## config.mk

```make
export PLATFORM = sky130hd
export DESIGN_NAME = pcc_front_flat
export DESIGN_NICKNAME = d
export VERILOG_FILES = /design/src/pcc_pkg.sv /design/src/pcc_channels.sv /design/src/pcc_front.sv /design/src/flat_wrapper.sv
export SDC_FILE = /design/constraint.sdc
export NUM_CORES = 2
export LEC_CHECK = 0
export BUFFER_PORTS_ARGS = -buffer_cell sky130_fd_sc_hd__buf_2
export CAP_MARGIN = 40
export CELL_PAD_IN_SITES_DETAIL_PLACEMENT = 1
export CELL_PAD_IN_SITES_GLOBAL_PLACEMENT = 2
export CORE_UTILIZATION = 44
export DETAILED_ROUTE_END_ITERATION = 16
export PLACE_DENSITY_LB_ADDON = 0.05
export SETUP_SLACK_MARGIN = 0.15
export SYNTH_ARGS = -nofsm -noshare
export SYNTH_HDL_FRONTEND = slang
export SYNTH_SLANG_ARGS = --single-unit
```

## constraint.sdc

```tcl
create_clock -name clock -period 16.75 [get_ports clock]
set_input_delay 0.8375 -clock clock [delete_from_list [all_inputs] [get_ports clock]]
set_output_delay 0.8375 -clock clock [all_outputs]
set_load 0.02 [all_outputs]
```

## src/pcc_pkg.sv

```systemverilog
// Shared types and constants of the Pearson correlation block.
// Depends on nothing; every other file takes names from it by scope.
`default_nettype none
package pcc_pkg;

   localparam int IN_BITS   = 16;   // width of a sample field on the port
   localparam int LIN_BITS  = 24;   // running sums of samples
   localparam int SQ_BITS   = 40;   // running sums of products and squares
   localparam int CNT_BITS  = 13;   // pair count, holds up to 8191
   localparam int PROD_BITS = 48;   // product of two 24-bit values
   localparam int NUM_BITS  = SQ_BITS + CNT_BITS + 1;  // numerator and variances
   localparam int FRAC_BITS = 15;   // Q1.15 fraction bits
   localparam int CORR_BITS = 16;
   localparam int Q_DEPTH   = 4;    // finished vectors waiting for the back end
   localparam int QP_BITS   = 2;
   localparam int QC_BITS   = 3;

   localparam logic signed [CORR_BITS-1:0] CORR_MAX = 16'sh7FFF;
   localparam logic signed [CORR_BITS-1:0] CORR_MIN = 16'sh8000;

   // sums of one finished vector
   typedef struct packed {
      logic [CNT_BITS-1:0]        n;
      logic signed [LIN_BITS-1:0] sx;
      logic signed [LIN_BITS-1:0] sy;
      logic signed [SQ_BITS-1:0]  sxy;
      logic signed [SQ_BITS-1:0]  sxx;
      logic signed [SQ_BITS-1:0]  syy;
      logic                       ovf;
   } snap_type;

   typedef struct packed {
      logic [QC_BITS-1:0] count;
      logic               empty;
      logic               full;
   } qstat_type;

endpackage
`default_nettype wire

```

## src/pcc_channels.sv

```systemverilog
// Valid/ready channel interfaces: sample pairs in, coefficients out.
// Depends on pcc_pkg for field widths.
`default_nettype none
interface pcc_req_if;
   logic                                 valid;
   logic                                 ready;
   logic signed [pcc_pkg::IN_BITS-1:0]   sample_x;
   logic signed [pcc_pkg::IN_BITS-1:0]   sample_y;
   logic                                 last;
   modport source (output valid, sample_x, sample_y, last, input ready);
   modport sink   (input valid, sample_x, sample_y, last, output ready);
endinterface

`default_nettype wire

```

## src/pcc_front.sv

```systemverilog
// Front end: accepts sample pairs, counts them and runs the accumulators.
// Depends on pcc_pkg and pcc_channels; pushes finished sums to pcc_queue.
`default_nettype none
module pcc_front #(
   parameter int MAX_SAMPLES = 256,
   parameter int SAMPLE_BITS = 16
) (
   input  wire               clock,
   input  wire               reset,
   pcc_req_if.sink           req,
   input  pcc_pkg::qstat_type q_stat,
   output logic              push,
   output pcc_pkg::snap_type push_data
);
   localparam int SH = pcc_pkg::LIN_BITS - SAMPLE_BITS;

   logic [pcc_pkg::CNT_BITS-1:0] count_ff, count_in;
   logic ovf_ff, ovf_in;

   logic s1_valid_ff, s1_take_ff, s1_last_ff, s1_ovf_ff;
   logic [pcc_pkg::CNT_BITS-1:0] s1_n_ff;
   logic signed [pcc_pkg::LIN_BITS-1:0] s1_x_ff, s1_y_ff;

   logic s2_valid_ff, s2_take_ff, s2_last_ff, s2_ovf_ff;
   logic [pcc_pkg::CNT_BITS-1:0] s2_n_ff;
   logic signed [pcc_pkg::LIN_BITS-1:0] s2_x_ff, s2_y_ff;
   logic signed [pcc_pkg::PROD_BITS-1:0] s2_xy_ff, s2_xx_ff, s2_yy_ff;

   logic signed [pcc_pkg::LIN_BITS-1:0] sx_ff, sy_ff, sx_in, sy_in;
   logic signed [pcc_pkg::SQ_BITS-1:0] sxy_ff, sxx_ff, syy_ff, sxy_in, sxx_in, syy_in;

   logic accept, take;
   logic [pcc_pkg::CNT_BITS-1:0] cnt_next;
   logic [pcc_pkg::LIN_BITS-1:0] xw, yw;
   logic signed [pcc_pkg::LIN_BITS-1:0] xt, yt, xs, ys;
   logic [pcc_pkg::QC_BITS-1:0] pending;

   // reserve queue room for every last word still in the pipeline
   assign pending = q_stat.count + pcc_pkg::QC_BITS'(s1_valid_ff && s1_last_ff)
                    + pcc_pkg::QC_BITS'(s2_valid_ff && s2_last_ff);
   assign req.ready = pending < pcc_pkg::QC_BITS'(pcc_pkg::Q_DEPTH);
   assign accept = req.valid && req.ready;

   // read the port as a SAMPLE_BITS-wide two's complement value
   assign xw = pcc_pkg::LIN_BITS'(unsigned'(req.sample_x));
   assign yw = pcc_pkg::LIN_BITS'(unsigned'(req.sample_y));
   assign xt = signed'(xw << SH);
   assign yt = signed'(yw << SH);
   assign xs = xt >>> SH;
   assign ys = yt >>> SH;

   assign take = count_ff < pcc_pkg::CNT_BITS'(MAX_SAMPLES);
   assign cnt_next = take ? count_ff + 1'b1 : count_ff;

   always_comb begin
      count_in = count_ff;
      ovf_in = ovf_ff;
      if (accept) begin
         count_in = req.last ? '0 : cnt_next;
         ovf_in = req.last ? 1'b0 : (ovf_ff || !take);
      end
   end

   always_comb begin
      sx_in = sx_ff;
      sy_in = sy_ff;
      sxy_in = sxy_ff;
      sxx_in = sxx_ff;
      syy_in = syy_ff;
      if (s2_valid_ff && s2_take_ff) begin
         sx_in = sx_ff + s2_x_ff;
         sy_in = sy_ff + s2_y_ff;
         sxy_in = sxy_ff + s2_xy_ff[pcc_pkg::SQ_BITS-1:0];
         sxx_in = sxx_ff + s2_xx_ff[pcc_pkg::SQ_BITS-1:0];
         syy_in = syy_ff + s2_yy_ff[pcc_pkg::SQ_BITS-1:0];
      end
   end

   assign push = s2_valid_ff && s2_last_ff;
   assign push_data = '{n: s2_n_ff, sx: sx_in, sy: sy_in, sxy: sxy_in, sxx: sxx_in,
                        syy: syy_in, ovf: s2_ovf_ff};

   always_ff @(posedge clock) begin
      if (reset) begin
         count_ff <= '0;
         ovf_ff <= 1'b0;
         s1_valid_ff <= 1'b0;
         s2_valid_ff <= 1'b0;
         sx_ff <= '0;
         sy_ff <= '0;
         sxy_ff <= '0;
         sxx_ff <= '0;
         syy_ff <= '0;
      end else begin
         count_ff <= count_in;
         ovf_ff <= ovf_in;
         s1_valid_ff <= accept;
         s2_valid_ff <= s1_valid_ff;
         // drop the sums once a vector is handed off
         if (push) begin
            sx_ff <= '0;
            sy_ff <= '0;
            sxy_ff <= '0;
            sxx_ff <= '0;
            syy_ff <= '0;
         end else begin
            sx_ff <= sx_in;
            sy_ff <= sy_in;
            sxy_ff <= sxy_in;
            sxx_ff <= sxx_in;
            syy_ff <= syy_in;
         end
      end
      s1_take_ff <= take;
      s1_last_ff <= req.last;
      s1_n_ff <= cnt_next;
      s1_ovf_ff <= ovf_ff || !take;
      s1_x_ff <= xs;
      s1_y_ff <= ys;
      s2_take_ff <= s1_take_ff;
      s2_last_ff <= s1_last_ff;
      s2_n_ff <= s1_n_ff;
      s2_ovf_ff <= s1_ovf_ff;
      s2_x_ff <= s1_x_ff;
      s2_y_ff <= s1_y_ff;
      s2_xy_ff <= s1_x_ff * s1_y_ff;
      s2_xx_ff <= s1_x_ff * s1_x_ff;
      s2_yy_ff <= s1_y_ff * s1_y_ff;
   end
endmodule
`default_nettype wire

```

## src/flat_wrapper.sv

```systemverilog
// flat-port wrapper written by rule: the top's interface ports become plain ports
module pcc_front_flat 
#(
   parameter int MAX_SAMPLES = 256,
   parameter int SAMPLE_BITS = 16
)
  (clock, reset, q_stat, push, push_data, req_valid, req_sample_x, req_sample_y, req_last, req_ready);
  pcc_req_if req_i ();
  input  wire clock;
  input  wire reset;
  input  pcc_pkg::qstat_type q_stat;
  output logic push;
  output pcc_pkg::snap_type push_data;
  input wire logic [$bits(req_i.valid)-1:0] req_valid;
  input wire logic [$bits(req_i.sample_x)-1:0] req_sample_x;
  input wire logic [$bits(req_i.sample_y)-1:0] req_sample_y;
  input wire logic [$bits(req_i.last)-1:0] req_last;
  output wire logic [$bits(req_i.ready)-1:0] req_ready;
  assign req_i.valid = req_valid;
  assign req_i.sample_x = req_sample_x;
  assign req_i.sample_y = req_sample_y;
  assign req_i.last = req_last;
  assign req_ready = req_i.ready;
  pcc_front #(.MAX_SAMPLES(MAX_SAMPLES), .SAMPLE_BITS(SAMPLE_BITS)) u_core (.clock(clock), .reset(reset), .req(req_i), .q_stat(q_stat), .push(push), .push_data(push_data));
endmodule
```

== Word-level counts from Yosys, hierarchy flattened ==
Cells that the tools add are included.
W data, S select, Z words.

* Add/subtract/negate cells: 8
* $mul: 3
* Magnitude comparators: 2
* Mux-type cells: 8
* Reductions and logical operators: 7

{| class="wikitable"
|+ Operators by type and width
! cell !! number
|-
| $add A40 B40 Y40 || 3
|-
| $mux W40 || 3
|-
| $mul A16 B16 Y32 || 3
|-
| $add A24 B16 Y24 || 2
|-
| $mux W24 || 2
|-
| $mux W13 || 2
|-
| $add A13 B1 Y13 const B || 1
|-
| $lt A13 B9 Y1 const B || 1
|-
| $add A3 B1 Y3 || 2
|-
| $logic_and A1 B1 Y1 || 4
|-
| $lt A3 B3 Y1 const B || 1
|-
| $reduce_or A2 Y1 || 1
|-
| $logic_not A1 Y1 || 1
|-
| $logic_or A1 B1 Y1 || 1
|-
| $mux W1 || 1
|}

* Bits in registers: 376
* Input port bits: 41
* Output and inout port bits: 184
* Word-level logic and storage cells: 52

== Longest topological paths before layout ==
* Depth after elaboration: 5
* Depth in mapped cells: 26
* Mapped depth without buffers: 25

== Least setup slack after synthesis ==
OpenSTA, ideal clock, no wires.

* Kind: flip-flop to flip-flop
* Start point: reg u_core.s1_y_ff[4] (netlist name)
* End point: reg u_core.s2_yy_ff[31] (netlist name)
* Data arrival time: 6.266 ns
* Slack: 10.363 ns
* Cell stages (with the launch flop): 24
* Buffers on the path: 2
* Period minus slack after synthesis: 6.387 ns
* Path through: dfxtp_1 clkbuf_1 clkbuf_1 nand2_1 fa_1 inv_1 fa_1 fa_1 fa_1 fa_1 inv_1 fa_1 inv_1 ha_1 a21o_1 a211o_1 or3b_1 a311oi_1 nor2_1 a221oi_2 o221ai_1 o21a_1 nor2_2 xnor2_1

* Word-level cells in the longest chain between the ends: 1

{| class="wikitable"
|+ Ends and longest elaborated chain
! item !! line !! RTL
|-
| from (decl) || pcc_front.sv:22 || <nowiki>logic signed [pcc_pkg::LIN_BITS-1:0] s1_x_ff, s1_y_ff;</nowiki>
|-
| from (signal assigned) || pcc_front.sv:119 || <nowiki>s1_y_ff <= ys;</nowiki>
|-
| $mul A16 B16 Y32 || pcc_front.sv:128 || <nowiki>s2_yy_ff <= s1_y_ff * s1_y_ff;</nowiki>
|}

No other way between the ends.
A chain may end at the register's enable or synchronous reset.

== Worst setup path after layout ==
* Start point: reg u_core.s1_x_ff[2] (netlist name)
* End point: reg u_core.s2_xx_ff[31] (netlist name)

* Word-level cells in the longest chain between the ends: 1

{| class="wikitable"
|+ Ends and longest elaborated chain
! item !! line !! RTL
|-
| from (decl) || pcc_front.sv:22 ||
|-
| from (signal assigned) || pcc_front.sv:118 || <nowiki>s1_x_ff <= xs;</nowiki>
|-
| $mul A16 B16 Y32 || pcc_front.sv:127 || <nowiki>s2_xx_ff <= s1_x_ff * s1_x_ff;</nowiki>
|}

No other way between the ends.

==> impl_metrics.toml <==
[finish]
nNetsFinal = 6569
syn2layout_area_growth_pct = 9.19
drive_gt1_share_pct = 8.13

[timing]
finalMaxSlewViolations = 0
fmax_mhz = 127
worst_pin_slew_ps = 928
post-route-min-period_ps = 7880
timing.final.crit_share_pct = 47.0
tns_ps = 0
setup_violations = 0
slew_headroom_pct = 38.1
fin_skew_ps = 58.1
rsz0062_at_grt = "no"
hold_viol = 0

[die]
fp.dieW_um = 328
core-area_um2 = 105000
start_util_pct = 44.4
num_io_pins = 225
placementRows = 119
die_h_um = 328
die_area_um2 = 107000

[yosys]
synth_fp_nets = 6437
synth_adder_area_share_pct = 42.8
yosysSeqAreaShare_pct = 15.9
synth-seq-cells = 372
ys.flop_type = "dfxtp_1"
synth_top_family_by_area = "adder cells"
async_reset_ff_share_pct = 0
post_synth_num_cell_types = 99
muxShareOfSynthArea_pct = 0.804
synth-simple-area-share_pct = 14.7
syn_area_um2 = 46700
synth_warnings = 0
synth_xor_area_share_pct = 4.93
synth-compound-area-share_pct = 11.6
synth-edff-count = 0
synthCells = 5237
syn_area_per_cell_um2 = 8.92

[clock_network]
cts_made_buffers = 48
cts_setup_buffers = 0
clkLatencyLatePin_ps = 640
ctsResizeCount = 0
clock_sinks = 372
path_clk_slew_ps = 60
cts-hold-fix-buffers = 0
clockBufferDepth = 3
cts_tree = "built"
cts_root_buffer = "clkbuf_16"
htreeDepth = 2

[setup_path]
critPathLaunch = "u_core.s1_x_ff[2]"
cp_max_fo = 30
r2r_end = "u_core.s2_xx_ff[31]"
required_ps = 17300
cpMostUsedCell = "fa_1"
arrival_ps = 8430
worstSetupEndpointType = "flop"
worstPathCellList = "buf_4 > clkinv_1 > nor2_1 > fa_1 > fa_1 > fa_1 > fa_1 > fa_1 > inv_1 > fa_1 > inv_1 > ha_1 > and2_1 > o21bai_1 > o21ai_0 > nand2_1 > a31o_2 > a311oi_1 > o31ai_1 > a21oi_1 > xnor2_1"
slowest_stage = "fa_1"
critPathLaunchType = "flop"
rr_worst_depth = 21
timing.rr.start = "u_core.s1_x_ff[2]"
critPathKind = "flop to flop"
critPathMaxStageDelay_ps = 930
reg2reg_slack_ps = 8870

[routing]
post-route-drc-count = 0
vias_per_cell = 5.25
firstDrtPassIters = 5
drtAntennaViolNets = 0
wl_mm = 133
vias = 35700
wl_per_cell_um = 19.6
dr.first_iter.drc_count = 1502

[grt]
antenna_found_initial = 8
gr-total-overflow = 0
grt_pass1_wl_mm = 213
track_usage_pct = 25.5
grt_pass1_vias = 38600
grt_max_degree = 69

[worst_hold_path]
min_from = "req_sample_x[7]"
holdPathEnd = "u_core.s1_x_ff[7]"
min_path_type = "input port to flop"
holdPathStages = 1

[status]
status = "complete, no violations"

[place]
post-dp-hpwl_mm = 105
place_congestion = 0.854
numPortBuffers = 222

[run]
max_cap_violations = 0
layout make-up:
class | count | area (µm²)
Multi-Input combinational cell | 3724 | 35000
Clock inverter | 34 | 460
Antenna cell | 3 | 7.51
Timing Repair Buffer | 268 | 1500
Clock buffer | 56 | 1280
Fill cell | 12300 | 54300
Sequential cell | 372 | 7450
Inverter | 955 | 3580
Tap cell | 1391 | 1740
worst max-delay path by stage:
stage | slack (ps) | depth (start not counted) | end
after CTS | 8890 | 21 | u_core.s2_xx_ff[31]
after global placement | 8960 | 21 | u_core.s2_xx_ff[31]
after global routing | 8400 | 21 | u_core.s2_xx_ff[31]
after detailed placement | 8940 | 21 | u_core.s2_xx_ff[31]
final | 8870 | 21 | u_core.s2_xx_ff[31]
after floorplan | 10360 | 23 | u_core.s2_yy_ff[31]
cells by family after synthesis:
group                      Yosys count
adders and majority gates         1159
xor gates and xnor gates           263
AOI/OAI and AO/OA                  817
and+or+nand+nor                   1451
muxes                               34
DFF                                372
buffers and inverters             1141
critical path, delay by kind of cell (launching register included):
| family | cells | cell delay, ps |
|---|---|---|
| AO/OA/AOI/OAI | 6 | 1380 |
| XOR/XNOR | 1 | 140 |
| adder cells (fa/ha/maj) | 7 | 3920 |
| buffers and inverters | 4 | 1240 |
| flip-flops | 1 | 320 |
| AND/OR/NAND/NOR | 3 | 760 |
per-layer routing:
| layer | GRT usage (%) | vias up | wire length [µm] |
|---|---|---|---|
| met1 | 35.6 | 18200 | 62200 |
| met3 | 4.17 | 124 | 6860 |
| met2 | 41.8 | 540 | 62100 |
| li1 | - | 16800 | - |
| met5 | 0 | - | 13 |
| met4 | 4.54 | 2 | 2180 |
cell usage in the layout (no fill, tap or decap), types with 32 or more instances in the layout:
cell type,count
clkbuf_16,49
o21ai_0,104
fa_1,733
a21oi_1,257
buf_4,44
dfxtp_1,372
nand2b_1,32
inv_1,948
buf_2,222
o21ai_1,34
ha_1,426
a31oi_1,38
a21o_1,133
nor3_1,40
nor2_1,230
xor2_1,66
o21a_1,39
xnor2_1,197
nand2_1,640
and2_1,293
nand3_1,53
cells in the mapped netlist, types with 7 or more instances:
library cell	count	area share, %
a211oi_1	20	0.32
a21o_1	133	2.1
a21oi_1	257	2.8
a311oi_1	7	0.13
a31o_2	14	0.26
a31oi_1	38	0.51
and2_1	294	3.9
and3_1	28	0.38
buf_1	10	0.080
clkbuf_1	173	1.4
dfxtp_1	372	16
fa_1	733	31
ha_1	426	11
inv_1	948	7.6
mux2_2	24	0.58
mux2i_1	9	0.19
nand2_1	641	5.2
nand2b_1	32	0.43
nand3_1	53	0.57
nand3b_1	11	0.18
nand4_1	21	0.28
nor2_1	231	1.9
nor2b_1	30	0.40
nor3_1	40	0.43
nor3b_1	9	0.14
o211ai_1	18	0.29
o21a_1	39	0.63
o21ai_0	104	1.1
o21ai_1	34	0.36
o21bai_1	30	0.48
o22ai_1	11	0.15
o31ai_1	14	0.23
or2_2	10	0.13
or3_1	18	0.24
xnor2_1	197	3.7
xor2_1	66	1.2
state kept, by name, summed over array words and instances, names as in the netlist, 13 cells and up:
register and flops:
u_core.count_ff 13, u_core.s1_n_ff 13, u_core.s1_x_ff 16, u_core.s1_y_ff 16, u_core.s2_n_ff 13, u_core.s2_x_ff 16
u_core.s2_xx_ff 30, u_core.s2_xy_ff 32, u_core.s2_y_ff 16, u_core.s2_yy_ff 30, u_core.sx_ff 24, u_core.sxx_ff 40
u_core.sxy_ff 40, u_core.sy_ff 24, u_core.syy_ff 40
metrics by stage:
stage	utilization, %	cells	cell area (µm²)	setup WS (ps)	hold slack, ps
final	48.4	6803	51000	8870	306
after CTS	48.4	6800	51000	8890	258
after global routing	48.4	6800	51000	8400	270
after floorplan	-	5237	46700	10360	310
after detailed placement	46.8	6710	49200	8940	313
after global placement	46.7	6707	49200	8960	311
Power is left out: the tool's default activity adds up to more than one toggle a clock period on the data nets, which glitch-free logic cannot reach.
