### config.mk
export PLATFORM = sky130hd
export DESIGN_NAME = pcc_back_flat
export DESIGN_NICKNAME = d
export VERILOG_FILES = /design/src/pcc_pkg.sv /design/src/pcc_channels.sv /design/src/pcc_back.sv /design/src/flat_wrapper.sv
export SDC_FILE = /design/constraint.sdc
export NUM_CORES = 2
export LEC_CHECK = 0
export ABC_AREA = 1
export BUFFER_PORTS_ARGS = -buffer_cell sky130_fd_sc_hd__buf_2
export CAP_MARGIN = 20
export CORE_UTILIZATION = 43
export CTS_BUF_LIST = sky130_fd_sc_hd__clkbuf_8
export CTS_CLUSTER_DIAMETER = 100
export DETAILED_ROUTE_END_ITERATION = 10
export GPL_TIMING_DRIVEN = 0
export PLACE_DENSITY = 0.57
export SLEW_MARGIN = 20
export SYNTH_ARGS = -nofsm -noshare
export SYNTH_HDL_FRONTEND = slang
export SYNTH_SLANG_ARGS = --single-unit
### constraint.sdc
create_clock -name clock -period 14 [get_ports clock]
set_clock_uncertainty 0.2 [all_clocks]
set_input_delay 0.7 -clock clock [delete_from_list [all_inputs] [get_ports clock]]
set_output_delay 0.7 -clock clock [all_outputs]
set_load 0.1 [all_outputs]
### src/pcc_pkg.sv
// Shared types and constants of the Pearson correlation block.
// Depends on nothing; every other file takes names from it by scope.
`default_nettype none
package pcc_pkg;

   localparam int IN_BITS   = 16;   // width of a sample field on the port
   localparam int LIN_BITS  = 24;   // running sums of samples
   localparam int SQ_BITS   = 40;   // running sums of products and squares
   localparam int CNT_BITS  = 13;   // pair count, holds up to 8191
   localparam int PROD_BITS = 48;   // product of two 24-bit values
   localparam int NUM_BITS  = SQ_BITS + CNT_BITS + 1;  // numerator and variances
   localparam int FRAC_BITS = 15;   // Q1.15 fraction bits
   localparam int CORR_BITS = 16;
   localparam int Q_DEPTH   = 4;    // finished vectors waiting for the back end
   localparam int QP_BITS   = 2;
   localparam int QC_BITS   = 3;

   localparam logic signed [CORR_BITS-1:0] CORR_MAX = 16'sh7FFF;
   localparam logic signed [CORR_BITS-1:0] CORR_MIN = 16'sh8000;

   // sums of one finished vector
   typedef struct packed {
      logic [CNT_BITS-1:0]        n;
      logic signed [LIN_BITS-1:0] sx;
      logic signed [LIN_BITS-1:0] sy;
      logic signed [SQ_BITS-1:0]  sxy;
      logic signed [SQ_BITS-1:0]  sxx;
      logic signed [SQ_BITS-1:0]  syy;
      logic                       ovf;
   } snap_type;

   typedef struct packed {
      logic [QC_BITS-1:0] count;
      logic               empty;
      logic               full;
   } qstat_type;

endpackage
`default_nettype wire

### src/pcc_channels.sv
// Valid/ready channel interfaces: sample pairs in, coefficients out.
// Depends on pcc_pkg for field widths.
`default_nettype none


interface pcc_rsp_if;
   logic                                 valid;
   logic                                 ready;
   logic signed [pcc_pkg::CORR_BITS-1:0] correlation;
   logic                                 zero_variance;
   logic                                 count_overflow;
   modport source (output valid, correlation, zero_variance, count_overflow, input ready);
   modport sink   (input valid, correlation, zero_variance, count_overflow, output ready);
endinterface
`default_nettype wire

### src/pcc_back.sv
// Back end: forms numerator and variances, takes the root of their product
// and divides, one step a cycle. Depends on pcc_pkg and pcc_channels.
`default_nettype none
module pcc_back (
   input  wire                clock,
   input  wire                reset,
   input  pcc_pkg::snap_type  head,
   input  pcc_pkg::qstat_type q_stat,
   output logic               pop,
   pcc_rsp_if.source          rsp
);
   localparam int NW = pcc_pkg::NUM_BITS;
   localparam int PW = 2 * NW;
   localparam int RW = NW + 3;
   localparam int CW = 6;

   typedef enum logic [2:0] {
      IDLE, PROD, NMUL, VARS, VMUL, SQRT, DIVIDE, DONE
   } state_type;

   state_type state_ff;
   logic [CW-1:0] cnt_ff;
   pcc_pkg::snap_type ent_ff;
   logic signed [pcc_pkg::PROD_BITS-1:0] pxy_ff, pxx_ff, pyy_ff, mul_p;
   logic signed [pcc_pkg::LIN_BITS-1:0] mul_a, mul_b;
   logic signed [NW-1:0] axy_ff, axx_ff, ayy_ff, mxy_ff, mxx_ff, myy_ff;
   logic [pcc_pkg::CNT_BITS-1:0] nsh_ff;
   logic signed [NW-1:0] num_ff, num_c, vx_c, vy_c;
   logic [NW-1:0] b_ff, root_ff, mag;
   logic [PW-1:0] acc_ff, sh_ff;
   logic [RW-1:0] rem_ff, r2, trial, d2;
   logic [pcc_pkg::FRAC_BITS-1:0] q_ff;
   logic valid_ff, zero_ff, ovf_ff;
   logic signed [pcc_pkg::CORR_BITS-1:0] corr_ff;

   assign pop = (state_ff == IDLE) && !q_stat.empty;
   assign rsp.valid = valid_ff;
   assign rsp.correlation = corr_ff;
   assign rsp.zero_variance = zero_ff;
   assign rsp.count_overflow = ovf_ff;

   // one shared multiplier for the three products of sums
   always_comb begin
      case (cnt_ff[1:0])
         2'd0: begin mul_a = ent_ff.sx; mul_b = ent_ff.sy; end
         2'd1: begin mul_a = ent_ff.sx; mul_b = ent_ff.sx; end
         default: begin mul_a = ent_ff.sy; mul_b = ent_ff.sy; end
      endcase
   end
   assign mul_p = mul_a * mul_b;

   assign num_c = axy_ff - NW'(pxy_ff);
   assign vx_c = axx_ff - NW'(pxx_ff);
   assign vy_c = ayy_ff - NW'(pyy_ff);
   assign mag = num_ff[NW-1] ? NW'(-num_ff) : NW'(num_ff);

   assign r2 = {rem_ff[RW-3:0], sh_ff[PW-1:PW-2]};
   assign trial = RW'({root_ff, 2'b01});
   assign d2 = {rem_ff[RW-2:0], 1'b0};

   always_ff @(posedge clock) begin
      if (reset) begin
         state_ff <= IDLE;
         valid_ff <= 1'b0;
         cnt_ff <= '0;
      end else begin
         case (state_ff)
            IDLE: begin
               if (!q_stat.empty) begin
                  ent_ff <= head;
                  cnt_ff <= '0;
                  state_ff <= PROD;
               end
            end
            PROD: begin
               case (cnt_ff[1:0])
                  2'd0: pxy_ff <= mul_p;
                  2'd1: pxx_ff <= mul_p;
                  default: pyy_ff <= mul_p;
               endcase
               cnt_ff <= cnt_ff + 1'b1;
               if (cnt_ff == CW'(2)) begin
                  cnt_ff <= '0;
                  axy_ff <= '0;
                  axx_ff <= '0;
                  ayy_ff <= '0;
                  mxy_ff <= NW'(ent_ff.sxy);
                  mxx_ff <= NW'(ent_ff.sxx);
                  myy_ff <= NW'(ent_ff.syy);
                  nsh_ff <= ent_ff.n;
                  state_ff <= NMUL;
               end
            end
            NMUL: begin
               // shift-add of the count into the three sums
               if (nsh_ff[0]) begin
                  axy_ff <= axy_ff + mxy_ff;
                  axx_ff <= axx_ff + mxx_ff;
                  ayy_ff <= ayy_ff + myy_ff;
               end
               mxy_ff <= mxy_ff <<< 1;
               mxx_ff <= mxx_ff <<< 1;
               myy_ff <= myy_ff <<< 1;
               nsh_ff <= nsh_ff >> 1;
               cnt_ff <= cnt_ff + 1'b1;
               if (cnt_ff == CW'(pcc_pkg::CNT_BITS - 1)) begin
                  cnt_ff <= '0;
                  state_ff <= VARS;
               end
            end
            VARS: begin
               num_ff <= num_c;
               ovf_ff <= ent_ff.ovf;
               if (vx_c[NW-1] || vx_c == '0 || vy_c[NW-1] || vy_c == '0) begin
                  zero_ff <= 1'b1;
                  corr_ff <= '0;
                  valid_ff <= 1'b1;
                  state_ff <= DONE;
               end else begin
                  acc_ff <= '0;
                  sh_ff <= PW'(unsigned'(vx_c));
                  b_ff <= unsigned'(vy_c);
                  state_ff <= VMUL;
               end
            end
            VMUL: begin
               if (b_ff[0]) acc_ff <= acc_ff + sh_ff;
               sh_ff <= sh_ff << 1;
               b_ff <= b_ff >> 1;
               cnt_ff <= cnt_ff + 1'b1;
               if (cnt_ff == CW'(NW - 1)) begin
                  cnt_ff <= '0;
                  sh_ff <= b_ff[0] ? acc_ff + sh_ff : acc_ff;
                  rem_ff <= '0;
                  root_ff <= '0;
                  state_ff <= SQRT;
               end
            end
            SQRT: begin
               // two radicand bits per step, one root bit out
               sh_ff <= sh_ff << 2;
               if (r2 >= trial) begin
                  rem_ff <= r2 - trial;
                  root_ff <= {root_ff[NW-2:0], 1'b1};
               end else begin
                  rem_ff <= r2;
                  root_ff <= {root_ff[NW-2:0], 1'b0};
               end
               cnt_ff <= cnt_ff + 1'b1;
               if (cnt_ff == CW'(NW - 1)) begin
                  cnt_ff <= '0;
                  state_ff <= DIVIDE;
                  rem_ff <= RW'(mag);
                  q_ff <= '0;
               end
            end
            DIVIDE: begin
               if (root_ff == '0) begin
                  zero_ff <= 1'b1;
                  corr_ff <= '0;
                  valid_ff <= 1'b1;
                  state_ff <= DONE;
               end else if (cnt_ff == '0 && mag >= root_ff) begin
                  // magnitude of one or more: clamp
                  zero_ff <= 1'b0;
                  corr_ff <= num_ff[NW-1] ? pcc_pkg::CORR_MIN : pcc_pkg::CORR_MAX;
                  valid_ff <= 1'b1;
                  state_ff <= DONE;
               end else begin
                  if (d2 >= RW'(root_ff)) begin
                     rem_ff <= d2 - RW'(root_ff);
                     q_ff <= {q_ff[pcc_pkg::FRAC_BITS-2:0], 1'b1};
                  end else begin
                     rem_ff <= d2;
                     q_ff <= {q_ff[pcc_pkg::FRAC_BITS-2:0], 1'b0};
                  end
                  cnt_ff <= cnt_ff + 1'b1;
                  if (cnt_ff == CW'(pcc_pkg::FRAC_BITS)) begin
                     cnt_ff <= '0;
                     zero_ff <= 1'b0;
                     corr_ff <= num_ff[NW-1] ? -pcc_pkg::CORR_BITS'(q_ff)
                                             : pcc_pkg::CORR_BITS'(q_ff);
                     valid_ff <= 1'b1;
                     state_ff <= DONE;
                  end
               end
            end
            DONE: begin
               if (rsp.ready) begin
                  valid_ff <= 1'b0;
                  state_ff <= IDLE;
               end
            end
            default: state_ff <= IDLE;
         endcase
      end
   end
endmodule
`default_nettype wire

### src/flat_wrapper.sv
// flat-port wrapper written by rule: the top's interface ports become plain ports
module pcc_back_flat 
  (clock, reset, head, q_stat, pop, rsp_valid, rsp_correlation, rsp_zero_variance, rsp_count_overflow, rsp_ready);
  pcc_rsp_if rsp_i ();
  input  wire clock;
  input  wire reset;
  input  pcc_pkg::snap_type head;
  input  pcc_pkg::qstat_type q_stat;
  output logic pop;
  output wire logic [$bits(rsp_i.valid)-1:0] rsp_valid;
  output wire logic [$bits(rsp_i.correlation)-1:0] rsp_correlation;
  output wire logic [$bits(rsp_i.zero_variance)-1:0] rsp_zero_variance;
  output wire logic [$bits(rsp_i.count_overflow)-1:0] rsp_count_overflow;
  input wire logic [$bits(rsp_i.ready)-1:0] rsp_ready;
  assign rsp_valid = rsp_i.valid;
  assign rsp_correlation = rsp_i.correlation;
  assign rsp_zero_variance = rsp_i.zero_variance;
  assign rsp_count_overflow = rsp_i.count_overflow;
  assign rsp_i.ready = rsp_ready;
  pcc_back u_core (.clock(clock), .reset(reset), .head(head), .q_stat(q_stat), .pop(pop), .rsp(rsp_i));
endmodule
Yosys cells after proc, flatten, opt, wreduce, memory -nomap -nowiden
Cells that the tools add are included.
{"block": "classes", "multipliers": 1, "eq_ne": 24, "mux": 77, "order_cmp": 3, "reduce_logical": 39, "bitwise_logic": 3, "n_addsub": 12}
{"cell": "$pmux 54 s2", "count": 8}
{"cell": "$mux 54", "count": 10}
{"cell": "$mux 108", "count": 4}
{"cell": "$mux 56", "count": 6}
{"cell": "$pmux 108 s3", "count": 1}
{"cell": "$pmux 108 s2", "count": 1}
{"cell": "$pmux 56 s3", "count": 1}
{"cell": "$add 54x54->54", "count": 3}
{"cell": "$logic_not 54->1", "count": 3}
{"cell": "$sub 54x48->54", "count": 3}
{"cell": "$add 108x108->108", "count": 1}
{"cell": "$mux 16", "count": 6}
{"cell": "$ge 57x54->1", "count": 1}
{"cell": "$ge 57x56->1", "count": 1}
{"cell": "$sub 56x54->56", "count": 1}
{"cell": "$sub 56x56->56", "count": 1}
{"cell": "$ge 54x54->1", "count": 1}
{"cell": "$neg 54->54", "count": 1}
{"cell": "$mul 24x24->48", "count": 1}
{"cell": "$mux 24", "count": 2}
{"cell": "$mux 15", "count": 3}
{"cell": "$mux 6", "count": 7}
{"cell": "$pmux 16 s2", "count": 1}
{"cell": "$pmux 15 s2", "count": 1}
{"cell": "other kinds (37)", "count": 91}
{"block": "word_totals", "output_inout_bits": 20, "in_bits": 190, "word_cells": 189, "register_bits": 1140}

Longest topological paths before layout
{"block": "logic_depth", "depth_word": 7, "ltp_mapped": 37, "ltp_nobuf": 34}

Worst setup path before layout
No wires, ideal clock.
{"block": "synth_path", "path_kind": "input-to-reg", "start": "in reset", "end": "reg u_core.ent_ff[0] (netlist name) (enable)", "setup_time_ns": 0.946, "arrival_ns": 13.185, "path_stages": 2, "t_required_ns": 12.854, "setup_slack_ns": -0.332, "path_buffers": 1, "cell_sequence": "clkbuf_1 nor3_1"}
{"block": "synth_between", "elab_chain_cells": 2}
{"item": "start: declaration", "line_no": "flat_wrapper.sv:6", "rtl": "input wire reset;"}
{"item": "$not 1->1 (no line)"}
{"item": "$reduce_and 3->1 (no line)"}
{"item": "end signal: assignment", "line_no": "pcc_back.sv:70", "rtl": "ent_ff <= head;"}
{"item": "end: declaration", "line_no": "pcc_back.sv:23", "rtl": "pcc_pkg::snap_type ent_ff;"}
No other way between the ends.
A chain may end at the register's enable or synchronous reset.

Worst setup path in the final report
{"block": "layout_path", "start": "reg u_core.cnt_ff[0]", "end": "reg u_core.pxy_ff[43] (netlist name), data pin"}
{"block": "layout_between", "elab_chain_cells": 4, "word_cells_on_any_way": 6, "cone_classes": "mul: 1; eq/ne: 1; mux: 2; reduce/logical: 2"}
{"item": "start: declaration", "line_no": "pcc_back.sv:22", "rtl": "logic [CW-1:0] cnt_ff;"}
{"item": "start signal: assignment", "line_no": "pcc_back.sv:81", "rtl": "cnt_ff <= cnt_ff + 1'b1;"}
{"item": "start signal: assignment", "line_no": "pcc_back.sv:105", "rtl": "cnt_ff <= cnt_ff + 1'b1;"}
{"item": "start signal: assignment", "line_no": "pcc_back.sv:130", "rtl": "cnt_ff <= cnt_ff + 1'b1;"}
{"item": "$eq 2x1->1 / $logic_not 2->1 (equally long branches)", "line_no": "pcc_back.sv:44", "rtl": "case (cnt_ff[1:0])"}
{"item": "$reduce_or 2->1 (no line)"}
{"item": "$mux 24", "line_no": "pcc_back.sv:44"}
{"item": "$mul 24x24->48 (*)", "line_no": "pcc_back.sv:50", "rtl": "assign mul_p = mul_a * mul_b;"}
{"item": "net u_core.mul_p, one bit", "line_no": "pcc_back.sv:24", "rtl": "logic signed [pcc_pkg::PROD_BITS-1:0] pxy_ff, pxx_ff, pyy_ff, mul_p;"}
{"item": "end signal: assignment", "line_no": "pcc_back.sv:77", "rtl": "2'd0: pxy_ff <= mul_p;"}
{"item": "end: declaration", "line_no": "pcc_back.sv:24"}
The timed path passes the listed nets; every way through them passes the cells marked *.

==> results.toml <==
[sta]
worstMarginPinSlew_ns = 1.343
fmax_mhz = 86.48
hold_viol_final = 0
rsz0062_at_grt = "no"
finalCriticalPeriod_ns = 11.56
drv_slew = 0
fin_crit_sh_pct = 82.59
setup_viol = 0
timing.slew.headroom_pct = 9.831
finalSetupTns_ns = 0

[synth]
synthFlopType = "edfxtp_1"
ys_warn_count = 0
syn_area_per_cell_um2 = 7.699
ys_seq_area_share_pct = 32.00
synth_cell_types = 69
netlist_instances = 13860
synth_area_um2 = 106700
synth.net_count = 15390
synth-edff-count = 1130
ys_ff_latch = 1140
synth-async-reset-ratio_pct = 0

[grt]
antenna_found_initial = 12
grt_max_degree = 28
grt.total_usage_pct = 32.30
grt_pass1_wl_mm = 601.2
grt_pass1_vias = 95850
grt-ovfl-total = 0

[setup_path]
cp_num_buf_inv = 9
cp_slowest_cell = "clkinv_1"
critPathLaunchType = "flip-flop"
rrSetupSlack_ns = 2.44
critical_path_class = "flip-flop to flip-flop"
worstPathMaxFanout = 10
worst_path_largest_cell_delay_ns = 0.85
critPathCaptureType = "flip-flop"
crit_required_ns = 14.48
critical-path-top-delay-family = "adder cells"
crit_path_frequent_cell = "fa_1"
critPathArrivalTime_ns = 12.05

[min_path]
hold_path.class = "input pin to flip-flop"

[placed_design]
placed_cells = 17470
port_buffers = 204
place.gp.congestion = 1.021
dp_hpwl_mm = 338.5

[floorplanning]
initial_utilization_pct = 43.34
die_area_um2 = 250100
die_x_um = 500.1
io_pins = 210
rows = 182
core_area_um2 = 246200
fp.dieH_um = 500.1

[clock_tree]
cts_resized = 0
cts.sinks = 1140
cts-hold-fix-buffers = 182
clk_latency_ns = 1.01
cts_tree = "done"
cts_root_buffer = "clkbuf_8"
clk_pin_slew_worst_paths_ns = 0.07
numCtsBuffers = 217
cts_buffer_depth = 4
post_cts_buffers = 0
htree_levels = 4

[route]
drt_iter0_markers = 8039
first_pass_iters = 6
via_per_inst = 5.371
final_antenna_net_count = 0
wire_per_inst_um = 22.63
drc = 0
num_vias = 96840
wirelength_mm = 407.9

[outcome]
status = "completed"

[cells_and_area]
syn2layout_area_growth_pct = 12.17
fin_cells = 18030
n_fill_cell = 24900
final_common_cell = "nand2_1"
drive_above_1_share_pct = 5.336
final_cell_mix = "3286 x nand2_1, 2466 x inv_1, 1529 x nor2_1"
final_nets = 16090

[flow_run]
max_cap_viol_count = 0
state kept, by name, indices dropped and copies added, names as in the netlist, 3 cells and up:
name                    cells
u_core.axy_ff              54
u_core.rem_ff              56
u_core.rsp.correlation     16
u_core.pyy_ff              48
u_core.b_ff                54
u_core.acc_ff             108
u_core.pxy_ff              48
u_core.myy_ff              54
u_core.root_ff             54
u_core.ayy_ff              54
u_core.q_ff                15
u_core.cnt_ff               6
u_core.mxy_ff              54
u_core.mxx_ff              54
u_core.nsh_ff              13
u_core.ent_ff             182
u_core.axx_ff              54
u_core.state_ff             3
u_core.pxx_ff              48
u_core.sh_ff              108
u_core.num_ff              54
Yosys cell counts (71+ instances only):
cell type / instances / area share, %
edfxtp_1: 1130 / 32
nor3_1: 115 / 0.54
inv_1: 2415 / 8.5
xnor2_1: 154 / 1.3
nand2_1: 3286 / 12
nor2_1: 1533 / 5.4
o211ai_1: 89 / 0.63
a31oi_1: 121 / 0.71
ha_1: 730 / 8.6
o21bai_1: 95 / 0.67
xor2_1: 191 / 1.6
a21oi_1: 1070 / 5.0
a21o_1: 71 / 0.50
clkbuf_1: 267 / 0.94
o21ai_0: 777 / 3.6
nand4_1: 138 / 0.81
o21a_1: 98 / 0.69
nand3_1: 418 / 2.0
fa_1: 615 / 12
kinds of logic (layout without fill, tap and decap cells):
| group | Yosys count | count (layout) | synth area share, % |
|---|---|---|---|
| mux | 2 | 2 | 0.01877 |
| flops | 1140 | 1140 | 32.00 |
| simple gates | 5695 | 5695 | 21.59 |
| other cells | 0 | 5 | 0 |
| compound gates | 2592 | 2592 | 13.81 |
| buf+inv | 2736 | 3593 | 9.647 |
| xor+xnor | 345 | 345 | 2.833 |
| fa+ha+maj | 1345 | 1345 | 20.10 |
through the flow:
step	util [%]	instance area, um^2	hold slack [ns]	setup slack [ns]
2_1_floorplan	-	106700	0.2003	3.079
3_3_place_gp	45.44	111800	0.2016	-4.222
3_5_place_dp	46.22	113800	0.2065	2.599
4_1_cts	48.59	119600	0.06167	2.586
5_1_grt	48.61	119700	0.1094	2.115
6_report	48.61	119700	0.1840	2.437
area by class of cell:
type	count	area, um^2	area share [%]
clock buffers	217	2987	2.496
flip-flops and latches	1140	34130	28.52
inverters	2437	9148	7.644
multi-input cells	9979	62530	52.26
well taps	3312	4144	3.463
plain buffers	299	1171	0.9787
repair buffers	483	4494	3.756
diodes	5	12.51	0.01046
clock inverters	157	1040	0.8689
worst reg2reg max path: cells and delay by family (launching register included):
family          cells  cell delay (ns)
flops               1             0.41
buf+inv             9             2.14
simple gates        7             1.34
fa+ha+maj           9             4.36
compound gates      6             2.12
xor+xnor            1             0.67
worst paths after layout:
kind         cells after the start             start                         to
min reg2reg                      0  u_core.ent_ff[0]  u_core.rsp.count_overflow
max reg2reg                     32  u_core.cnt_ff[0]          u_core.pxy_ff[43]
max                             32  u_core.cnt_ff[0]          u_core.pxy_ff[43]
min                              3         q_stat[1]         u_core.ent_ff[118]
per-layer routing:
metal | part of all wire (%) | GRT usage [%] | vias up | routed length (um)
li1 | - | - | 46740 | -
met1 | 43 | 42.10 | 46040 | 174400
met4 | 6.1 | 17.30 | 2 | 25040
met5 | 0.0032 | 0 | - | 13
met3 | 6.2 | 4.057 | 753 | 25240
met2 | 45 | 52.23 | 3300 | 183300
Power is left out: the tool's default activity adds up to more than one toggle a clock period on the data nets, which glitch-free logic cannot reach.
