**src/pcc_pkg.sv**
```systemverilog
// Shared types and constants of the Pearson correlation block.
// Depends on nothing; every other file takes names from it by scope.
`default_nettype none
package pcc_pkg;

   localparam int IN_BITS   = 16;   // width of a sample field on the port
   localparam int LIN_BITS  = 24;   // running sums of samples
   localparam int SQ_BITS   = 40;   // running sums of products and squares
   localparam int CNT_BITS  = 13;   // pair count, holds up to 8191
   localparam int PROD_BITS = 48;   // product of two 24-bit values
   localparam int NUM_BITS  = SQ_BITS + CNT_BITS + 1;  // numerator and variances
   localparam int FRAC_BITS = 15;   // Q1.15 fraction bits
   localparam int CORR_BITS = 16;
   localparam int Q_DEPTH   = 4;    // finished vectors waiting for the back end
   localparam int QP_BITS   = 2;
   localparam int QC_BITS   = 3;

   localparam logic signed [CORR_BITS-1:0] CORR_MAX = 16'sh7FFF;
   localparam logic signed [CORR_BITS-1:0] CORR_MIN = 16'sh8000;

   // sums of one finished vector
   typedef struct packed {
      logic [CNT_BITS-1:0]        n;
      logic signed [LIN_BITS-1:0] sx;
      logic signed [LIN_BITS-1:0] sy;
      logic signed [SQ_BITS-1:0]  sxy;
      logic signed [SQ_BITS-1:0]  sxx;
      logic signed [SQ_BITS-1:0]  syy;
      logic                       ovf;
   } snap_type;

   typedef struct packed {
      logic [QC_BITS-1:0] count;
      logic               empty;
      logic               full;
   } qstat_type;

endpackage
`default_nettype wire

```
**src/pcc_queue.sv**
```systemverilog
// Short queue of finished sums between front and back end.
// Depends on pcc_pkg.
`default_nettype none
module pcc_queue (
   input  wire                clock,
   input  wire                reset,
   input  wire                push,
   input  pcc_pkg::snap_type  push_data,
   input  wire                pop,
   output pcc_pkg::snap_type  head,
   output pcc_pkg::qstat_type stat
);
   pcc_pkg::snap_type entry_ff [pcc_pkg::Q_DEPTH];
   logic [pcc_pkg::QP_BITS-1:0] wr_ff, rd_ff;
   logic [pcc_pkg::QC_BITS-1:0] count_ff, count_in;

   assign head = entry_ff[rd_ff];
   assign stat = '{count: count_ff, empty: count_ff == '0,
                   full: count_ff == pcc_pkg::QC_BITS'(pcc_pkg::Q_DEPTH)};

   always_comb begin
      count_in = count_ff;
      if (push && !pop) count_in = count_ff + 1'b1;
      else if (pop && !push) count_in = count_ff - 1'b1;
   end

   always_ff @(posedge clock) begin
      if (reset) begin
         wr_ff <= '0;
         rd_ff <= '0;
         count_ff <= '0;
      end else begin
         count_ff <= count_in;
         if (push) wr_ff <= wr_ff + 1'b1;
         if (pop) rd_ff <= rd_ff + 1'b1;
      end
      if (push) entry_ff[wr_ff] <= push_data;
   end
endmodule
`default_nettype wire

```
**config.mk**
```make
export PLATFORM = sky130hd
export DESIGN_NAME = pcc_queue
export DESIGN_NICKNAME = d
export VERILOG_FILES = /design/src/pcc_pkg.sv /design/src/pcc_queue.sv
export SDC_FILE = /design/constraint.sdc
export NUM_CORES = 1
export LEC_CHECK = 0
export BUFFER_PORTS_ARGS = -buffer_cell sky130_fd_sc_hd__buf_4
export CAP_MARGIN = 20
export CORE_ASPECT_RATIO = 0.5
export CORE_MARGIN = 2
export CORE_UTILIZATION = 49
export CTS_CLUSTER_DIAMETER = 30
export DETAILED_ROUTE_END_ITERATION = 12
export PLACE_DENSITY = 0.7
export SLEW_MARGIN = 30
export SYNTH_ARGS = -nofsm -noshare
export SYNTH_HDL_FRONTEND = slang
export SYNTH_SLANG_ARGS = --single-unit
```
**constraint.sdc**
```tcl
create_clock -name clock -period 6 [get_ports clock]
set_input_delay 0 -clock clock [delete_from_list [all_inputs] [get_ports clock]]
set_output_delay 0 -clock clock [all_outputs]
set_load 0.03 [all_outputs]
```
After elaboration in Yosys (flattened, before gate mapping)

Memories as Yosys holds them, arrays and structs flattened. A register that Yosys moved wholly into a read port is not among the register bits.
Index checks and enable logic that the tools add are counted.

Reductions and logical operators: 6
Add/sub/neg operators: 4
Equality and inequality tests: 1
Multiplexer cells: 6

Operators by type and width:

| operator                                          | count |
|---|---|
| two-way mux 3 bit                                 | 2 |
| adder 2 x 1 -> 2 bit (second input constant)      | 2 |
| two-way mux 2 bit                                 | 2 |
| adder 3 x 1 -> 3 bit (second input constant)      | 1 |
| == test 3 bit (second input constant)             | 1 |
| zero test 3 bit                                   | 1 |
| subtractor 3 x 1 -> 3 bit (second input constant) | 1 |
| logical AND 1 bit                                 | 2 |
| zero test 1 bit                                   | 2 |
| two-way mux 1 bit                                 | 2 |
| nonzero test 2 bit                                | 1 |

Register bits after elaboration: 7
Memories: 1
RAM bits: 728
Output and inout bits: 187
Logic and storage cells: 21
Bits of input ports: 186

Memories:

| name     | depth | width | rd ports | clocked after Yosys merged registers in | write ports | line            | text |
|---|---|---|---|---|---|---|---|
| entry_ff | 4     | 182   | 1        | 1                                       | 1           | pcc_queue.sv:13 | `pcc_pkg::snap_type entry_ff [pcc_pkg::Q_DEPTH];` |

Depth between registers and ports, before layout

Gate-level depths: netlist of run 1.

Word-level depth: 4
Depth in mapped cells: 7
Gate-level depth less buffers: 7

Worst setup path before layout of run 1

Ideal clock, no wire load.

Path kind: register -> register
Start point: register wr_ff[0] (netlist name)
End point: memory entry_ff[0][0] (netlist name), enable pin
Period minus slack after synthesis: 5.252 ns
Stages on the path, launching flop included: 4
Buffers on the path: 0
Path slack: 0.748 ns
Library setup time: 0.564 ns
Required time: 5.436 ns
Arrival time: 4.689 ns
Cell sequence: dfxtp_1 inv_1 ha_1 and2_1

RTL lines:

| item                     | line            | text |
|---|---|---|
| start: declaration       | pcc_queue.sv:14 | `logic [pcc_pkg::QP_BITS-1:0] wr_ff, rd_ff;` |
| start signal: assignment | pcc_queue.sv:34 | `if (push) wr_ff <= wr_ff + 1'b1;` |
| end: declaration         | pcc_queue.sv:13 |  |

No word-level cell before the write port.

==> out/results.txt, run 1 <==
Status: completed
GR Overflow Total: 0
Syn Area/Cell: 26.9 um2
Antenna violations before repair: 1
Horizontal die dimension: 334 um
Syn Inst Count: 994
Synthesized Nets: 1186
Starting density of the core: 49.6%
Cell depth of the worst min-delay path: 2
Total length of routed wires: 57.3 mm
Die height: 169 um
Synth Register Bits: 737
Placer congestion estimate: 0.741
Fraction of final layout cells with drive strength greater than 1: 42.8%
Final routed DRC violation total: 0
Total standard cell area after synthesis: 0.0267 mm2
Setup skew after layout: 17.9 ps
Worst vdd rail ir drop: 0.262 mV
Type of the tightest min-delay check: input port to flip-flop
Max-slew violation total from the final report: 0
Rows: 60
Die area: 0.0565 mm2
Static leakage: 12.0 nW
I/O Buffers: 372
Core region area: 0.0538 mm2
First-pass detailed-route iteration total: 5
Number of nets at the end of the flow: 1808
HPWL after DPL: 32.5 mm
Maxcap violations: 0
Post-route fraction of the period consumed by the critical path: 49.9%
Kind of start point of the critical path: flip-flop
Clock buffer depth: 3
Overall Global Routing Usage: 20.4%
PostCTS Resize Cnt: 0
Filler instances: 3382
Deepest level of the CTS H-tree: 3
Register area share after synthesis: 82.5%
Commonest cells after routing, fill and taps aside: sky130_fd_sc_hd__edfxtp_1 (728), sky130_fd_sc_hd__buf_4 (377), sky130_fd_sc_hd__dlygate4sd3_1 (187)
Number of cell instances on the worst register-to-register path: 4
Maximum clock rate: 334 MHz
Clock Tree Root: sky130_fd_sc_hd__clkbuf_16
Number of failing hold endpoints at the final stage: 0
Final count of negative-setup-slack endpoints: 0
Signal arrival time at the worst endpoint: 3000 ps
Critical Path RT: 6000 ps
Accumulated negative setup slack: 0 ps
Commonest non-fill, non-tap cell in the layout: sky130_fd_sc_hd__edfxtp_1
Largest net degree at the start of global routing: 153
Tightest Pin Transition: 924 ps
PwrDens: 372 mW/mm2
Number of vias in the routed layout: 12791
Worst relative slew slack: 38.4%
Violation count after the first detailed-routing iteration: 1156
Post CTS Setup Buffer Count: 0
Count of boundary I/O pins: 373
Worst setup path class: flip-flop to primary output
Count of nets left with antenna violations after detail routing: 0
Warning count from the yosys run: 0
Seq. cell area: 0.0220 mm2
TritonCTS Buffers: 89
Worst hold-check slack: 125 ps
Via count of the first global-routing pass: 13964
TritonCTS clock tree: built
DR vias/cell: 5.32
Kind of end point of the critical path: primary output
Number of library cell types mapped by synthesis: 21
Clk pin slew, worst setup/hold paths: 60 ps
Area grow syn2layout: 32.0%
Clock insertion delay at the later pin of the skew report: 610 ps
Sinks on the clock net: 737
WL/cell: 23.8 um
Global-route wire length before repair: 85.4 mm
Setup repair after global routing missed its margin: false
Area of combinational cells with multiple inputs: 0.00434 mm2
CP Max Fanout: 93
Tmin final: 3000 ps
==> worst max-delay path: stages, from the launching register on <==
cell                      delay (ps)
sky130_fd_sc_hd__dfxtp_4         540
sky130_fd_sc_hd__buf_16          290
sky130_fd_sc_hd__buf_12          590
sky130_fd_sc_hd__mux4_2          620
sky130_fd_sc_hd__buf_4           190
==> stage by stage <==
stage               util, %  power, W  std cells  worst slack (ps)  instance area (um2)
global placement       56.2   0.00761       2049              3390                30200
floorplan                 -   0.00706        994               748                26700
CTS                    65.4    0.0132       2401              2690                35200
global route           65.5    0.0135       2404              2760                35300
finish                 65.5    0.0131       2405              3000                35300
detailed placement     56.2   0.00765       2049              3380                30200
==> where the power goes <==
group	internal, W	switching (W)	total [W]
clock	0.00326	0.00221	0.00547
sequential	0.00592	0.0000730	0.00600
combinational	0.000702	0.000941	0.00164
==> path summary, 6_finish.rpt <==
path / start / end / slack, ps
worst min-delay path: push_data[41] / entry_ff[2][41] / 130
worst max register to register: wr_ff[0] / entry_ff[0][84] / 3460
worst min register to register: rd_ff[1] / rd_ff[1] / 540
worst max-delay path: flip-flop / head[53] / 3000
==> cell usage after synthesis (all sizes together) <==
master  count  share of area [%]
nor2        7              0.098
and2        4              0.094
nor3b       1              0.028
xnor2       2              0.066
ha          5               0.23
buf        34                1.1
clkbuf      7              0.098
mux4      182                 15
xor2        3              0.098
nor3        1              0.019
or3         1              0.023
inv         4              0.056
edfxtp    728                 82
fa          1              0.075
a21oi       1              0.019
nand2       1              0.014
mux2i       2              0.075
dfxtp       9               0.67
o21ai       1              0.019
==> metal layers <==
layer  track usage, %  up-vias  wire (um)
li1                 -     5596          -
met1             23.3     6764      20600
met2             38.5      333      32900
met3             3.65       98       2100
met4             7.34        0       1730
met5                0        -          0
==> registers in the layout (all words and copies together), names as in the netlist, named ones only <==
signal and count:
wr_ff 2, count_ff 3, rd_ff 2, entry_ff 728
==> cell type report <==
type	instances	area share [%]
flip-flops and latches	737	62.5
repair buffers	572	13.8
multi-input cells	212	12.3
clock buffers	97	6.58
well taps	713	2.53
clock inverters	68	2.15
inverters	4	0.0426
diodes	2	0.0142
==> logic make-up (layout without fill, tap and decap cells) <==
| family | count (synthesis) | after routing | share of synthesized area, % |
|---|---|---|---|
| flip-flops | 737 | 737 | 82.5 |
| multiplexers | 184 | 184 | 15.4 |
| buffers and inverters | 45 | 741 | 1.27 |
| AND/OR/NAND/NOR | 15 | 15 | 0.276 |
| adder cells (fa/ha/maj) | 6 | 6 | 0.309 |
| XOR/XNOR | 5 | 5 | 0.164 |
| AO/OA/AOI/OAI | 2 | 2 | 0.0374 |
| other | 0 | 2 | 0 |
==> repair_timing <==
item,CTS,global route
hold endpoints to repair,737,0
endpoints found under the setup margin,0,0
hold buffers,187,0
No activity file was read; power rests on OpenSTA's default activity.
==> inputs of run 2 (changes only) <==
--- a/config.mk
+++ b/config.mk
@@ -12,7 +12,7 @@
 export CORE_UTILIZATION = 49
 export CTS_CLUSTER_DIAMETER = 30
 export DETAILED_ROUTE_END_ITERATION = 12
-export PLACE_DENSITY = 0.7
+export PLACE_DENSITY = 0.73
 export SLEW_MARGIN = 30
 export SYNTH_ARGS = -nofsm -noshare
 export SYNTH_HDL_FRONTEND = slang
==> constraint.sdc (replaced) <==
create_clock -name clock -period 2.67 [get_ports clock]
set_input_delay 0 -clock clock [delete_from_list [all_inputs] [get_ports clock]]
set_output_delay 0 -clock clock [all_outputs]
set_load 0.03 [all_outputs]
==> out/results.txt, run 2 (synthesis gave the netlist of run 1 again) <==
Status: completed
Part of the power in registers: 44.4% (-1.3 points)
Fin util: 66.6% (+1.1 points)
Kind of end point of the critical path: primary output
Deepest level of the CTS H-tree: 3 (unchanged)
DR vias/cell: 5.38 (+1.1%)
Count of boundary I/O pins: 373 (unchanged)
Via count of the first global-routing pass: 14322 (+2.6%)
Sum of internal, switching and leakage power: 0.0303 W (+130%)
Switching Share: 24.7% (+0.093 points)
Setup skew after layout: 15.6 ps (-2.26 ps)
Kind of start point of the critical path: flip-flop
Maximum clock rate: 420 MHz
Proportion of power drawn by combinational gates: 12.6% (about the same)
Max-slew violation total from the final report: 0 (unchanged)
TritonCTS clock tree: built
Accumulated negative setup slack: 0 ps (unchanged)
Final count of negative-setup-slack endpoints: 0 (unchanged)
Type of the tightest min-delay check: input port to flip-flop
Clock Tree Root: sky130_fd_sc_hd__clkbuf_16
Clock buffer depth: 3 (unchanged)
Signal arrival time at the worst endpoint: 2380 ps (-620 ps)
Number of flip-flops in the largest register: 728 (unchanged)
Tightest Pin Transition: 612 ps (-312 ps)
Total length of routed wires: 58.8 mm (+2.7%)
Worst hold-check slack: 132 ps (+6.51 ps)
Critical Path RT: 2670 ps (-3330 ps)
Count of nets left with antenna violations after detail routing: 0 (unchanged)
Detailed route wirelength on metal3: 2.42 mm (+15%)
Clock insertion delay at the later pin of the skew report: 610 ps (about the same)
WL met2: 33.8 mm (+2.6%)
Worst vdd rail ir drop: 0.540 mV (+110%)
Area grow syn2layout: 34.2%
Overall Global Routing Usage: 20.9% (+0.59 points)
Static leakage: 12.3 nW (+2.1%)
Worst setup path class: flip-flop to primary output
Placer congestion estimate: 0.760 (+2.6%)
Series of cell instances along the critical path: buf_12 > mux4_2 > buf_4
Post CTS Setup Buffer Count: 0 (unchanged)
Worst relative slew slack: 59.2% (+21 points)
Die height: 169 um (unchanged)
Largest net degree at the start of global routing: 90 (-41%)
Maxcap violations: 0 (unchanged)
Most flops, register: entry_ff
GR Overflow Total: 0 (unchanged)
HPWL after DPL: 34.6 mm (+6.2%)
Starting density of the core: 49.6% (unchanged)
Horizontal die dimension: 334 um (unchanged)
Number of vias in the routed layout: 13121 (+2.6%)
TritonCTS Buffers: 96 (+7.9%)
Die area: 0.0565 mm2 (unchanged)
Placement-stage cell area: 0.0306 mm2 (+1.3%)
Internal power consumption: 0.0228 W (+130%)
Top Layer Used: met4
Clk network pwr share: 42.9% (+1.2 points)
Commonest cells after routing, fill and taps aside: sky130_fd_sc_hd__edfxtp_1 (728), sky130_fd_sc_hd__buf_4 (379), sky130_fd_sc_hd__dlygate4sd3_1 (187)
Tmin final: 2380 ps
Final routed DRC violation total: 0 (unchanged)
Largest registers: entry_ff x728, count_ff x3
Rows: 60 (unchanged)
Number of buffer and inverter instances along the worst setup path: 2 (-1)
R2R Setup Slk: 460 ps (-3000 ps)
Global-route wire length before repair: 88.5 mm (+3.5%)
Slowest cell delay on critical path: 570 ps (-50 ps)
CP Max Fanout: 89 (-4.3%)
Slowest stage cell, crit path: sky130_fd_sc_hd__dfxtp_4
Critical path's top delay family: buffers and inverters
Setup repair after global routing missed its margin: false
Total non-filler cell area in the finished layout: 0.0358 mm2 (+1.6%)
Clk pin slew, worst setup/hold paths: 60 ps (about the same)
Antenna violations before repair: 3 (+2)
Number of nets at the end of the flow: 1834 (+1.4%)
First-pass detailed-route iteration total: 5 (unchanged)
Violation count after the first detailed-routing iteration: 921 (-20%)
Switch Pwr: 0.00748 W (+130%)
Routed met1 length: 21.0 mm (+2.0%)
Commonest non-fill, non-tap cell in the layout: sky130_fd_sc_hd__edfxtp_1
Fraction of final layout cells with drive strength greater than 1: 44.1% (+1.3 points)
Number of failing hold endpoints at the final stage: 0 (unchanged)
Sinks on the clock net: 737 (unchanged)
Core region area: 0.0538 mm2 (unchanged)
Post-route fraction of the period consumed by the critical path: 89.2%
WL/cell: 24.1 um (+1.2%)
PwrDens: 846 mW/mm2 (+130%)
I/O Buffers: 372 (unchanged)
-- run 2: metrics by stage --
stage          worst slack, ps  instances
6_report                   288       2439
5_1_grt                    202       2439
4_1_cts                    266       2436
3_5_place_dp               821       2070
3_3_place_gp               850       2070
2_1_floorplan              403        994
-- run 2: power by group through the flow --
stage / Combinational (W) / Clock [W] / Sequential, W
after floorplan: 0.00214 / 0 / 0.0137
after global placement: 0.00354 / 0 / 0.0136
after detailed placement: 0.00360 / 0 / 0.0137
after CTS: 0.00387 / 0.0131 / 0.0135
after global routing: 0.00399 / 0.0137 / 0.0135
final: 0.00382 / 0.0130 / 0.0135
-- run 2: path summary, 6_finish.rpt --
path                       start               end  depth (start not counted)
setup / recovery       flip-flop          head[95]                          3
setup reg to reg     count_ff[0]       count_ff[2]                          5
hold reg to reg         rd_ff[1]          rd_ff[1]                          2
hold / removal    push_data[180]  entry_ff[2][180]                          2
-- run 2: metal layers --
metal / vias up / track usage [%]
met5: - / 0
met4: 0 / 7.27
met3: 110 / 3.55
met2: 389 / 39.7
met1: 6971 / 24.2
li1: 5651 / -
-- run 2: worst register-to-register path, cell delays in order (launching register included) --
cell and delay, ps:
sky130_fd_sc_hd__dfxtp_1 380, sky130_fd_sc_hd__fa_1 470, sky130_fd_sc_hd__xor2_1 200, sky130_fd_sc_hd__or3_1 330, sky130_fd_sc_hd__a21oi_1 190, sky130_fd_sc_hd__dlygate4sd3_1 590
-- run 2: area by class of cell --
class	instances	area, um2
timing repair buffer	591	5220
sequential	737	22000
tap	713	892
clock inverter	70	790
clock buffer	109	2520
antenna	3	7.51
fill	3200	18000
inverter	4	15.0
multi-input combinational	212	4340
-- run 2: repair_timing --
action | CTS | global route
hold endpoints to repair | 737 | 0
resized for setup | 0 | 0
hold buffers | 187 | 0
==> inputs of run 3 (changes only) <==
--- a/config.mk
+++ b/config.mk
@@ -12,6 +12,7 @@
 export CORE_UTILIZATION = 49
 export CTS_CLUSTER_DIAMETER = 30
 export DETAILED_ROUTE_END_ITERATION = 12
+export GPL_TIMING_DRIVEN = 0
 export PLACE_DENSITY = 0.73
 export SLEW_MARGIN = 30
 export SYNTH_ARGS = -nofsm -noshare
==> out/results.txt, run 3 (synthesis gave the netlist of run 1 again) <==
Placer congestion estimate: 0.745 (-2.0%)
Die height: 169 um (unchanged)
Cell repeated most along the worst path: sky130_fd_sc_hd__buf_4
GR Overflow Total: 0 (unchanged)
Clock Tree Root: sky130_fd_sc_hd__clkbuf_16
First-pass detailed-route iteration total: 5 (unchanged)
Die area: 0.0565 mm2 (unchanged)
Post CTS Setup Buffer Count: 0 (unchanged)
Total non-filler cell area in the finished layout: 0.0358 mm2 (-0.21%)
CP Max Fanout: 10 (-89%)
Max-slew violation total from the final report: 0 (unchanged)
PostCTS Resize Cnt: 0 (unchanged)
Total length of routed wires: 58.6 mm (-0.39%)
TritonCTS Buffers: 88 (-8.3%)
WL/cell: 23.9 um (-0.88%)
Status: completed
Sinks on the clock net: 737 (unchanged)
Tightest Pin Transition: 716 ps (+104 ps)
Clk pin slew, worst setup/hold paths: 60 ps (about the same)
Starting density of the core: 49.6% (unchanged)
Kind of end point of the critical path: primary output
Tmin final: 2420 ps (+42.4 ps)
Count of nets left with antenna violations after detail routing: 0 (unchanged)
Most flops, register: entry_ff
TritonCTS clock tree: built
Slowest cell delay on critical path: 580 ps (about the same)
Rows: 60 (unchanged)
Worst hold-check slack: 125 ps (-6.72 ps)
Number of vias in the routed layout: 13173 (+0.40%)
Critical Path RT: 2670 ps (about the same)
Clock insertion delay at the later pin of the skew report: 620 ps (about the same)
Fraction of final layout cells with drive strength greater than 1: 43.8% (-0.28 points)
PnR worst setup slack: 246 ps (-42.4 ps)
Post-route fraction of the period consumed by the critical path: 90.8% (+1.6 points)
Slowest stage cell, crit path: sky130_fd_sc_hd__clkbuf_1
Clock buffer depth: 3 (unchanged)
Commonest non-fill, non-tap cell in the layout: sky130_fd_sc_hd__edfxtp_1
Global-route wire length before repair: 87.0 mm (-1.6%)
Overall Global Routing Usage: 20.8% (-0.15 points)
Placement-stage cell area: 0.0308 mm2 (+0.66%)
Antenna violations before repair: 5 (+2)
Core region area: 0.0538 mm2 (unchanged)
Via count of the first global-routing pass: 14207 (-0.80%)
Post-cts hold buffer count: 186 (-0.53%)
Commonest cells after routing, fill and taps aside: sky130_fd_sc_hd__edfxtp_1 (728), sky130_fd_sc_hd__buf_4 (372), sky130_fd_sc_hd__dlygate4sd3_1 (186)
Final routed DRC violation total: 0 (unchanged)
PwrDens: 823 mW/mm2 (-2.6%)
Worst setup path class: flip-flop to primary output
Largest registers: entry_ff x728, count_ff x3
Count of boundary I/O pins: 373 (unchanged)
Maximum clock rate: 413 MHz (-1.7%)
Sum of internal, switching and leakage power: 0.0294 W (-2.8%)
Signal arrival time at the worst endpoint: 2420 ps (+40 ps)
Setup repair after global routing missed its margin: false
Number of flip-flops in the largest register: 728 (unchanged)
Static leakage: 12.3 nW (about the same)
DR vias/cell: 5.37 (about the same)
Series of cell instances along the critical path: buf_4 > clkbuf_1 > mux4_2 > buf_4
Number of nets at the end of the flow: 1853 (+1.0%)
Largest net degree at the start of global routing: 42 (-53%)
Setup slack after placement: 655 ps (-166 ps)
Maxcap violations: 0 (unchanged)
Deepest level of the CTS H-tree: 3 (unchanged)
Area grow syn2layout: 33.9%
Worst relative slew slack: 52.3% (-6.9 points)
Number of failing hold endpoints at the final stage: 0 (unchanged)
Kind of start point of the critical path: flip-flop
Worst vdd rail ir drop: 0.488 mV (-9.6%)
Violation count after the first detailed-routing iteration: 1089 (+18%)
Accumulated negative setup slack: 0 ps (unchanged)
Setup skew after layout: 22.9 ps (+7.32 ps)
HPWL after DPL: 37.3 mm (+8.1%)
Horizontal die dimension: 334 um (unchanged)
Final count of negative-setup-slack endpoints: 0 (unchanged)
Type of the tightest min-delay check: input port to flip-flop
I/O Buffers: 371 (-0.27%)
-- run 3: per-stage QoR --
step	utilization, %	std cells
after floorplan	-	994
after global placement	56.5	2078
after detailed placement	57.3	2098
after CTS	66.4	2447
after global routing	66.4	2451
final	66.4	2451
-- run 3: area by class of cell --
class                           count  area, um2
Inverter                            4       15.0
Multi-Input combinational cell    212       4340
Clock inverter                     68        753
Buffer                             41        325
Fill cell                        3230      18100
Antenna cell                        4       10.0
Clock buffer                       95       2290
Tap cell                          713        892
Sequential cell                   737      22000
Timing Repair Buffer              577       5090
-- run 3: worst max-delay path: cells and delay by family (launching register included) --
kind,cells,cell delay (ps)
flops,1,350
buf+inv,3,1030
mux,1,440
-- run 3: power by group --
group,internal [W],switching [W],total [W]
logic,0.00169,0.00221,0.00390
registers,0.0133,0.000135,0.0134
clock network,0.00724,0.00488,0.0121
-- run 3: worst paths after layout --
kind	from	endpoint	slack (ps)	cells past startpoint
worst min register to register	wr_ff[1]	wr_ff[1]	560	2
worst max-delay path	flip-flop	head[18]	250	4
worst min-delay path	push_data[141]	entry_ff[0][141]	130	2
worst max register to register	wr_ff[0]	entry_ff[2][71]	660	5
-- run 3: routing by layer --
metal	GRT usage, %	up-vias	share of wire [%]	wire length (um)
met5	0	-	0	0
met4	9.13	0	4.0	2360
met3	3.54	139	3.8	2250
met2	37.6	401	55	32400
met1	24.8	6942	37	21600
li1	-	5691	-	-
